File: config.mk
export PLATFORM = sky130hd
export DESIGN_NAME = positional_sequence_store
export DESIGN_NICKNAME = d
export VERILOG_FILES = /design/src/design/pss_pkg.sv /design/src/design/pss_ram.sv /design/src/design/pss_engine.sv /design/src/design/positional_sequence_store.sv
export VERILOG_INCLUDE_DIRS = /design/src /design/src/design
export SDC_FILE = /design/constraint.sdc
export NUM_CORES = 2
export LEC_CHECK = 0
export ABC_CLOCK_PERIOD_IN_PS = 6300
export BUFFER_PORTS_ARGS = -buffer_cell sky130_fd_sc_hd__buf_4
export CAP_MARGIN = 20
export CORE_MARGIN = 4
export CORE_UTILIZATION = 57
export DETAILED_ROUTE_END_ITERATION = 12
export GPL_TIMING_DRIVEN = 0
export PLACE_DENSITY = 0.74
export SYNTH_ARGS = -nofsm -noshare
export SYNTH_HDL_FRONTEND = slang
export SYNTH_SLANG_ARGS = --single-unit
File: constraint.sdc
create_clock -name aclk -period 6.3 [get_ports aclk]
set_clock_uncertainty 0.2 [all_clocks]
set_input_delay 0.945 -clock aclk [delete_from_list [all_inputs] [get_ports aclk]]
set_output_delay 0.945 -clock aclk [all_outputs]
set_load 0.01 [all_outputs]
File: src/design/positional_sequence_store_macros.svh
// Assertion macros for the positional sequence store.
`ifndef POSITIONAL_SEQUENCE_STORE_MACROS_SVH
`define POSITIONAL_SEQUENCE_STORE_MACROS_SVH

// Same-cycle implication, disabled in reset.
`define PSS_ASSERT_NOW(label, ante, cons) \
    label: assert property (@(posedge aclk) disable iff (!aresetn) (ante) |-> (cons)) \
        else $error("pss assertion failed");

// Next-cycle implication, disabled in reset.
`define PSS_ASSERT_NEXT(label, ante, cons) \
    label: assert property (@(posedge aclk) disable iff (!aresetn) (ante) |=> (cons)) \
        else $error("pss assertion failed");

`endif

File: src/design/pss_pkg.sv
// Package: constants, codes and structs of the positional sequence store.
`default_nettype none
package pss_pkg;
    localparam int DEPTH   = 64;
    localparam int ADDR_W  = $clog2(DEPTH);
    localparam int CNT_W   = $clog2(DEPTH + 1);
    localparam int DATA_W  = 32;
    localparam int FUNC_W  = 2;
    localparam int POS_W   = 7;
    localparam int COUNT_W = 7;
    localparam int STAT_W  = 2;
    localparam int CMP_W   = ((CNT_W > POS_W) ? CNT_W : POS_W) + 1;

    localparam logic [FUNC_W-1:0] FUNC_INSERT = 2'd0;
    localparam logic [FUNC_W-1:0] FUNC_REMOVE = 2'd1;
    localparam logic [FUNC_W-1:0] FUNC_READ   = 2'd2;

    localparam logic [STAT_W-1:0] STAT_OK    = 2'd0;
    localparam logic [STAT_W-1:0] STAT_RANGE = 2'd1;
    localparam logic [STAT_W-1:0] STAT_FULL  = 2'd2;

    typedef struct packed {
        logic              we;
        logic [ADDR_W-1:0] waddr;
        logic [DATA_W-1:0] wdata;
        logic [ADDR_W-1:0] raddr;
    } pss_ram_req_t;

    typedef struct packed {
        logic signed [DATA_W-1:0] read_value;
        logic [COUNT_W-1:0]       count;
        logic                     is_empty;
        logic [STAT_W-1:0]        status;
    } pss_result_t;

    typedef struct packed {
        logic             ready;
        logic             res_valid;
        logic [CNT_W-1:0] held;
    } pss_ctl_t;
endpackage
`default_nettype wire

File: src/design/pss_ram.sv
// Generic single-write, single-read RAM with registered read data.
`default_nettype none
module pss_ram #(
    parameter int WIDTH = 32,
    parameter int DEPTH = 64
) (
    input  wire logic                     aclk,
    input  wire logic                     we,
    input  wire logic [$clog2(DEPTH)-1:0] waddr,
    input  wire logic [WIDTH-1:0]         wdata,
    input  wire logic [$clog2(DEPTH)-1:0] raddr,
    output logic      [WIDTH-1:0]         rdata
);
    logic [WIDTH-1:0] mem [DEPTH];

    always_ff @(posedge aclk) begin
        if (we) begin
            mem[waddr] <= wdata;
        end
        rdata <= mem[raddr];
    end
endmodule
`default_nettype wire

File: src/design/pss_engine.sv
// Sequencer: range checks and entry-by-entry shifting through the RAM.
`default_nettype none
module pss_engine (
    input  wire logic                              aclk,
    input  wire logic                              aresetn,
    input  wire logic                              in_valid,
    input  wire logic [pss_pkg::FUNC_W-1:0]        in_func,
    input  wire logic [pss_pkg::POS_W-1:0]         in_position,
    input  wire logic signed [pss_pkg::DATA_W-1:0] in_value,
    input  wire logic                              out_free,
    input  wire logic [pss_pkg::DATA_W-1:0]        ram_rdata,
    output pss_pkg::pss_ram_req_t                  ram_req,
    output pss_pkg::pss_ctl_t                      ctl,
    output pss_pkg::pss_result_t                   result
);
    import pss_pkg::*;

    typedef enum logic [8:0] {
        S_IDLE      = 9'b000000001,
        S_DECIDE    = 9'b000000010,
        S_SHIFT_RD  = 9'b000000100,
        S_SHIFT_WR  = 9'b000001000,
        S_WRITE_NEW = 9'b000010000,
        S_FWD_RD    = 9'b000100000,
        S_FWD_WR    = 9'b001000000,
        S_READ_WAIT = 9'b010000000,
        S_DONE      = 9'b100000000
    } state_t;

    state_t             state_reg, state_next;
    logic [CNT_W-1:0]   held_reg, held_next;
    logic [CNT_W-1:0]   idx_reg, idx_next;
    logic [FUNC_W-1:0]  func_reg, func_next;
    logic [POS_W-1:0]   pos_reg, pos_next;
    logic [DATA_W-1:0]  val_reg, val_next;
    logic [DATA_W-1:0]  rd_reg, rd_next;
    logic [STAT_W-1:0]  stat_reg, stat_next;

    logic [CMP_W-1:0]   pos_w, held_w;
    logic [CNT_W-1:0]   slot;
    logic [CNT_W-1:0]   idx_dn, idx_up, idx_up2;
    logic               ins_full, ins_bad, acc_bad;

    assign pos_w    = CMP_W'(pos_reg);
    assign held_w   = CMP_W'(held_reg);
    assign slot     = CNT_W'(pos_reg - POS_W'(1));
    assign idx_dn   = idx_reg - CNT_W'(1);
    assign idx_up   = idx_reg + CNT_W'(1);
    assign idx_up2  = idx_reg + CNT_W'(2);
    assign ins_full = (held_reg == CNT_W'(DEPTH));
    assign ins_bad  = (pos_reg == '0) || (pos_w > held_w + CMP_W'(1));
    assign acc_bad  = (pos_reg == '0) || (pos_w > held_w);

    always_comb begin
        state_next = state_reg;
        held_next  = held_reg;
        idx_next   = idx_reg;
        func_next  = func_reg;
        pos_next   = pos_reg;
        val_next   = val_reg;
        rd_next    = rd_reg;
        stat_next  = stat_reg;
        ram_req.we    = 1'b0;
        ram_req.waddr = idx_reg[ADDR_W-1:0];
        ram_req.wdata = ram_rdata;
        ram_req.raddr = slot[ADDR_W-1:0];

        unique case (state_reg)
            S_IDLE: begin
                if (in_valid) begin
                    func_next  = in_func;
                    pos_next   = in_position;
                    val_next   = in_value;
                    rd_next    = '0;
                    stat_next  = STAT_OK;
                    state_next = S_DECIDE;
                end
            end
            S_DECIDE: begin
                ram_req.raddr = slot[ADDR_W-1:0];
                if (func_reg == FUNC_INSERT) begin
                    if (ins_full) begin
                        stat_next  = STAT_FULL;
                        state_next = S_DONE;
                    end else if (ins_bad) begin
                        stat_next  = STAT_RANGE;
                        state_next = S_DONE;
                    end else begin
                        idx_next   = held_reg;
                        state_next = (held_reg > slot) ? S_SHIFT_RD : S_WRITE_NEW;
                    end
                end else if (func_reg == FUNC_REMOVE) begin
                    if (acc_bad) begin
                        stat_next  = STAT_RANGE;
                        state_next = S_DONE;
                    end else begin
                        idx_next = slot;
                        if (slot + CNT_W'(1) < held_reg) begin
                            state_next = S_FWD_RD;
                        end else begin
                            held_next  = held_reg - CNT_W'(1);
                            state_next = S_DONE;
                        end
                    end
                end else if (func_reg == FUNC_READ) begin
                    if (acc_bad) begin
                        stat_next  = STAT_RANGE;
                        state_next = S_DONE;
                    end else begin
                        state_next = S_READ_WAIT;
                    end
                end else begin
                    state_next = S_DONE;
                end
            end
            S_SHIFT_RD: begin
                ram_req.raddr = idx_dn[ADDR_W-1:0];
                state_next    = S_SHIFT_WR;
            end
            S_SHIFT_WR: begin
                ram_req.we    = 1'b1;
                ram_req.waddr = idx_reg[ADDR_W-1:0];
                ram_req.wdata = ram_rdata;
                idx_next      = idx_dn;
                state_next    = (idx_dn > slot) ? S_SHIFT_RD : S_WRITE_NEW;
            end
            S_WRITE_NEW: begin
                ram_req.we    = 1'b1;
                ram_req.waddr = slot[ADDR_W-1:0];
                ram_req.wdata = val_reg;
                held_next     = held_reg + CNT_W'(1);
                state_next    = S_DONE;
            end
            S_FWD_RD: begin
                ram_req.raddr = idx_up[ADDR_W-1:0];
                state_next    = S_FWD_WR;
            end
            S_FWD_WR: begin
                ram_req.we    = 1'b1;
                ram_req.waddr = idx_reg[ADDR_W-1:0];
                ram_req.wdata = ram_rdata;
                idx_next      = idx_up;
                if (idx_up2 < held_reg) begin
                    state_next = S_FWD_RD;
                end else begin
                    held_next  = held_reg - CNT_W'(1);
                    state_next = S_DONE;
                end
            end
            S_READ_WAIT: begin
                rd_next    = ram_rdata;
                state_next = S_DONE;
            end
            S_DONE: begin
                if (out_free) begin
                    state_next = S_IDLE;
                end
            end
            default: begin
                state_next = S_IDLE;
            end
        endcase
    end

    always_ff @(posedge aclk) begin
        if (!aresetn) begin
            state_reg <= S_IDLE;
            held_reg  <= '0;
        end else begin
            state_reg <= state_next;
            held_reg  <= held_next;
        end
        idx_reg  <= idx_next;
        func_reg <= func_next;
        pos_reg  <= pos_next;
        val_reg  <= val_next;
        rd_reg   <= rd_next;
        stat_reg <= stat_next;
    end

    assign ctl.ready     = (state_reg == S_IDLE);
    assign ctl.res_valid = (state_reg == S_DONE) && out_free;
    assign ctl.held      = held_reg;

    assign result.read_value = rd_reg;
    assign result.count      = COUNT_W'(held_reg);
    assign result.is_empty   = (held_reg == '0);
    assign result.status     = stat_reg;
endmodule
`default_nettype wire

File: src/design/positional_sequence_store.sv
// Top level: positional sequence store with valid/ready channels.
// Each item is range-checked; a read then fetches its entry, an insert at p shifts
// entries p..count up and writes the value, and a remove shifts those after p down.
// One item at a time; each moved entry costs one RAM read and one RAM write.
// The next item is taken while a finished result waits in the output register.
// Reset (synchronous, active low) empties the sequence; entry storage is not cleared.
`default_nettype none
`include "positional_sequence_store_macros.svh"
module positional_sequence_store (
    input  wire logic                               aclk,
    input  wire logic                               aresetn,
    input  wire logic                               s_valid,
    output logic                                    s_ready,
    input  wire logic [pss_pkg::FUNC_W-1:0]         s_func,
    input  wire logic [pss_pkg::POS_W-1:0]          s_position,
    input  wire logic signed [pss_pkg::DATA_W-1:0]  s_value,
    output logic                                    m_valid,
    input  wire logic                               m_ready,
    output logic signed [pss_pkg::DATA_W-1:0]       m_read_value,
    output logic [pss_pkg::COUNT_W-1:0]             m_count,
    output logic                                    m_is_empty,
    output logic [pss_pkg::STAT_W-1:0]              m_status
);
    import pss_pkg::*;

    pss_ram_req_t      ram_req;
    pss_ctl_t          ctl;
    pss_result_t       result;
    logic [DATA_W-1:0] ram_rdata;
    logic              out_free;

    logic              m_valid_reg, m_valid_next;
    pss_result_t       m_res_reg, m_res_next;

    assign out_free = !m_valid_reg || m_ready;

    pss_engine u_engine (
        .aclk        (aclk),
        .aresetn     (aresetn),
        .in_valid    (s_valid),
        .in_func     (s_func),
        .in_position (s_position),
        .in_value    (s_value),
        .out_free    (out_free),
        .ram_rdata   (ram_rdata),
        .ram_req     (ram_req),
        .ctl         (ctl),
        .result      (result)
    );

    pss_ram #(
        .WIDTH (DATA_W),
        .DEPTH (DEPTH)
    ) u_ram (
        .aclk  (aclk),
        .we    (ram_req.we),
        .waddr (ram_req.waddr),
        .wdata (ram_req.wdata),
        .raddr (ram_req.raddr),
        .rdata (ram_rdata)
    );

    always_comb begin
        m_valid_next = m_valid_reg;
        m_res_next   = m_res_reg;
        if (ctl.res_valid) begin
            m_valid_next = 1'b1;
            m_res_next   = result;
        end else if (m_ready) begin
            m_valid_next = 1'b0;
        end
    end

    always_ff @(posedge aclk) begin
        if (!aresetn) begin
            m_valid_reg <= 1'b0;
        end else begin
            m_valid_reg <= m_valid_next;
        end
        m_res_reg <= m_res_next;
    end

    assign s_ready      = ctl.ready;
    assign m_valid      = m_valid_reg;
    assign m_read_value = m_res_reg.read_value;
    assign m_count      = m_res_reg.count;
    assign m_is_empty   = m_res_reg.is_empty;
    assign m_status     = m_res_reg.status;

    `PSS_ASSERT_NOW(a_held_max, 1'b1, ctl.held <= CNT_W'(DEPTH))
    `PSS_ASSERT_NEXT(a_busy_after_accept, s_valid && s_ready, !s_ready)
    `PSS_ASSERT_NOW(a_empty_flag, m_valid, m_is_empty == (m_count == '0))
    `PSS_ASSERT_NOW(a_full_count, m_valid && (m_status == STAT_FULL),
        m_count == COUNT_W'(DEPTH))
endmodule
`default_nettype wire

==> summary.md <==
| Metric | Value |
|---|---|
| Crit end category | `register` |
| Grt ovf | `0` |
| Mean post-synth cell area | `around 14 sq um` |
| Clock-pin slew on the worst setup and hold paths | `about 0.06 ns` |
| Non-filler cells, final | `9,139` |
| TritonCTS clock tree | `built` |
| Maximum vdd drop | `0.3499 mV` |
| Routability Congestion | `1.033` |
| CP bufs+invs | `5` |
| Largest Register | `u_ram.mem` |
| Crit Path Category | `reg2reg` |
| Synth cell types | `between 70 and 80` |
| Post-Syn Instances | `around 6,500` |
| Setup tns final | `-0.7227 ns` |
| Drt via density | `~6.6` |
| CTS Buffer Depth | `3` |
| HP Class | `in2reg` |
| First-pass DRT Iterations | `8` |
| Die Ht | `around 400 um` |
| I/O Buffers | `88` |
| Max Fclk | `between 0.15 and 0.2 GHz` |
| Combined area of all synthesized cells | `between 80,000 and 90,000 sq um` |
| Effective utilization at floorplan | `between 50% and 60%` |
| Crit Path Max Fanout | `11` |
| Status | `complete, but fails checks` |
| Share of cells above drive strength 1 | `10.38%` |
| Leading area contributor after synthesis | `edfxtp_1` |
| Die area | `roughly 160,000 sq um` |
| MaxCap Viol Count | `0` |
| Hold path depth | `1` |
| Final core utilization | `65.83%` |
| Worst path max stage delay | `0.83 ns` |
| Max FFs per register | `around 2,000` |
| Nets | `around 7,000` |
| WL per Instance | `31.18 um` |
| Count leader, synth | `edfxtp_1` |
| Synth top area cells | `edfxtp_1 74%, nand2_1 6.7%, nand3_1 2.9%, a211oi_1 2.0%, a21oi_1 1.3%` |
| Root Driver | `clkbuf_16` |
| Synthesis-stage register bit count | `2,221` |
| CP max-delay cell | `a31oi_1` |
| Post-synthesis sequential area ratio | `74.88%` |
| Placement Rows | `approximately 140` |
| Power per Cell Area | `~360 nW/um^2` |
| CTS Buf Count | `about 210` |
| Syn Nets | `between 6,000 and 7,000` |
| Post-synth EDFFs | `roughly 2,200` |
| CP cell instances | `nor4_2, a41o_1, and2_1, buf_2, clkbuf_1, clkbuf_4, buf_1, buf_1, nand2_1, a31oi_1, o22ai_1, a31oi_1, and4_1` |
| Area Overhead vs Synth | `14.70%` |
| Core Box Area | `154,000 sq um` |
| Worst Setup Start Kind | `register` |
| Worst-Margin Slew | `around 1.3 ns` |
| Die width | `401.8 um` |
| Final setup violation count | `11` |
| Later-pin clock latency in the skew report | `0.88 ns` |
| Post-DP HPWL | `roughly 200,000 um` |
| Leak | `~0.034 uW` |
| Register-to-Register Path Depth | `13` |
| Placed Cells | `around 8,700` |
| DRC violations left | `0` |
| Total track usage | `34.66%` |
| Final ANT Viol Nets | `0` |
| Critical Path RT | `slightly below 7 ns` |
| Ports | `between 80 and 90` |
| Asr flop ratio synth | `0%` |
| Vias | `between 60,000 and 70,000` |
| YS warnings | `0` |
| Pins over their slew limit | `0` |
| Largest net degree at the start of global routing | `between 60 and 70` |
| Final worst slack | `-0.1280 ns` |
| DRT Wirelength | `285,000 um` |
| Min Tclk post-route | `between 6 and 7 ns` |
| Delay-heaviest family, CP | `buffers and inverters` |
| Final hold violations | `0` |
| Sink Count | `approximately 2,200` |
| Vias in the first global route | `between 50,000 and 60,000` |
| Ys flop type | `edfxtp_1` |
| Initial drt markers | `10,671` |
| Failing checks | `setup timing` |
| List of most frequent post-synthesis cells | `2,172 x edfxtp_1, 1,580 x nand2_1, 518 x nand3_1, 284 x clkbuf_1, 238 x a211oi_1` |
| WP data arrival | `approximately 7.0 ns` |
| Initial antenna violation count | `22` |
| Hold-fix buffers at CTS | `0` |
| Final Cycle Share | `102.0%` |
| Slew headroom | `around 15%` |
| H-tree depth | `4` |
| First-pass GRT wire length | `around 400,000 um` |
| Crit. path cell count | `13` |
| Synth top area share | `between 70% and 80%` |
## logic make-up after synthesis
family                   synth area share (%)
AND/OR/NAND/NOR                         12.96
AO/OA/AOI/OAI                           7.991
adder cells (fa/ha/maj)                0.7698
buffers and inverters                   2.307
XOR/XNOR                               0.3269
flip-flops                              74.88
multiplexers                           0.7698
## timing repair
item                                   4_1_cts  5_1_grt
pin swaps                                    0        1
setup endpoints to repair                   32       32
endpoints found under the hold margin        0        0
resized for setup                           47       46
setup buffers                                0        0
## final timing paths
| check | startpoint | to | slack (ns) |
|---|---|---|---|
| worst max register to register | u_engine.state_reg[1]$_SDFFE_PN0P_ | u_ram.rdata[20]$_DFF_P_ | -0.13 |
| worst min register to register | u_engine.rd_reg[25]$_SDFFCE_PN0P_ | m_read_value[25]$_DFFE_PP_ | 0.21 |
| worst max-delay path | u_engine.state_reg[1]$_SDFFE_PN0P_ | u_ram.rdata[20]$_DFF_P_ | -0.13 |
| worst min-delay path | s_value[4] | u_engine.val_reg[4]$_DFFE_PP_ | 0.05 |
## area by class of cell
type / count / area (sq um)
sequential: 2221 / 66200
multi-input combinational: 3771 / 21080
buffer: 398 / 1692
fill: 10476 / 52630
clock buffer: 289 / 5718
antenna: 13 / 32.53
clock inverter: 105 / 822.0
timing repair buffer: 195 / 2927
tap: 2044 / 2557
inverter: 103 / 386.6
## stage by stage
| step | cell area, sq um | total power, uW | worst slack [ns] | hold slack [ns] |
|---|---|---|---|---|
| CTS | 101300 | 35890 | 0.006402 | 0.01852 |
| detailed placement | 94560 | 24040 | -1.117 | 0.2045 |
| floorplan | 88410 | 20920 | 1.940 | 0.2003 |
| global placement | 91630 | 23820 | -1.401 | 0.2033 |
| finish | 101400 | 36260 | -0.1280 | 0.04622 |
| global route | 101400 | 36990 | -0.01132 | 0.01924 |
## layout by cell type, fill, tap and decap left out, types with 19 or more instances in the layout
cell type and n:
and3_1 130, buf_12 52, o22ai_1 22, a21oi_1 221
clkinv_2 29, nor3_1 28, ha_1 52, nor2_4 64
a221oi_1 37, a2111oi_0 73, clkinv_1 52, and2_1 34
o21ai_0 62, clkbuf_1 314, a211o_1 19, a311oi_1 33
buf_4 100, nand4_1 43, nor2_1 98, buf_16 38
buf_2 69, buf_1 38, clkbuf_16 215, a31oi_1 121
dfxtp_1 49, nand2b_1 24, clkbuf_2 34, nand3_1 518
o211a_1 27, and4_1 19, edfxtp_1 2172, nor4_1 28
nand2_1 1541, nand2_4 20, a211oi_1 237, nand2_2 20
mux2i_1 68, inv_1 102
## report_power, final
group,switching [uW],total (uW),internal [uW]
Sequential,82.7,18100,18000
Clock,5490,12100,6650
Combinational,4900,6020,1120
## routing by layer
metal	part of all wire, %	global-route usage, %
met1	35	46.04
met2	42	49.40
met3	15	12.13
met4	7.5	21.11
met5	0.041	0
(Power assumes the default switching activity.)
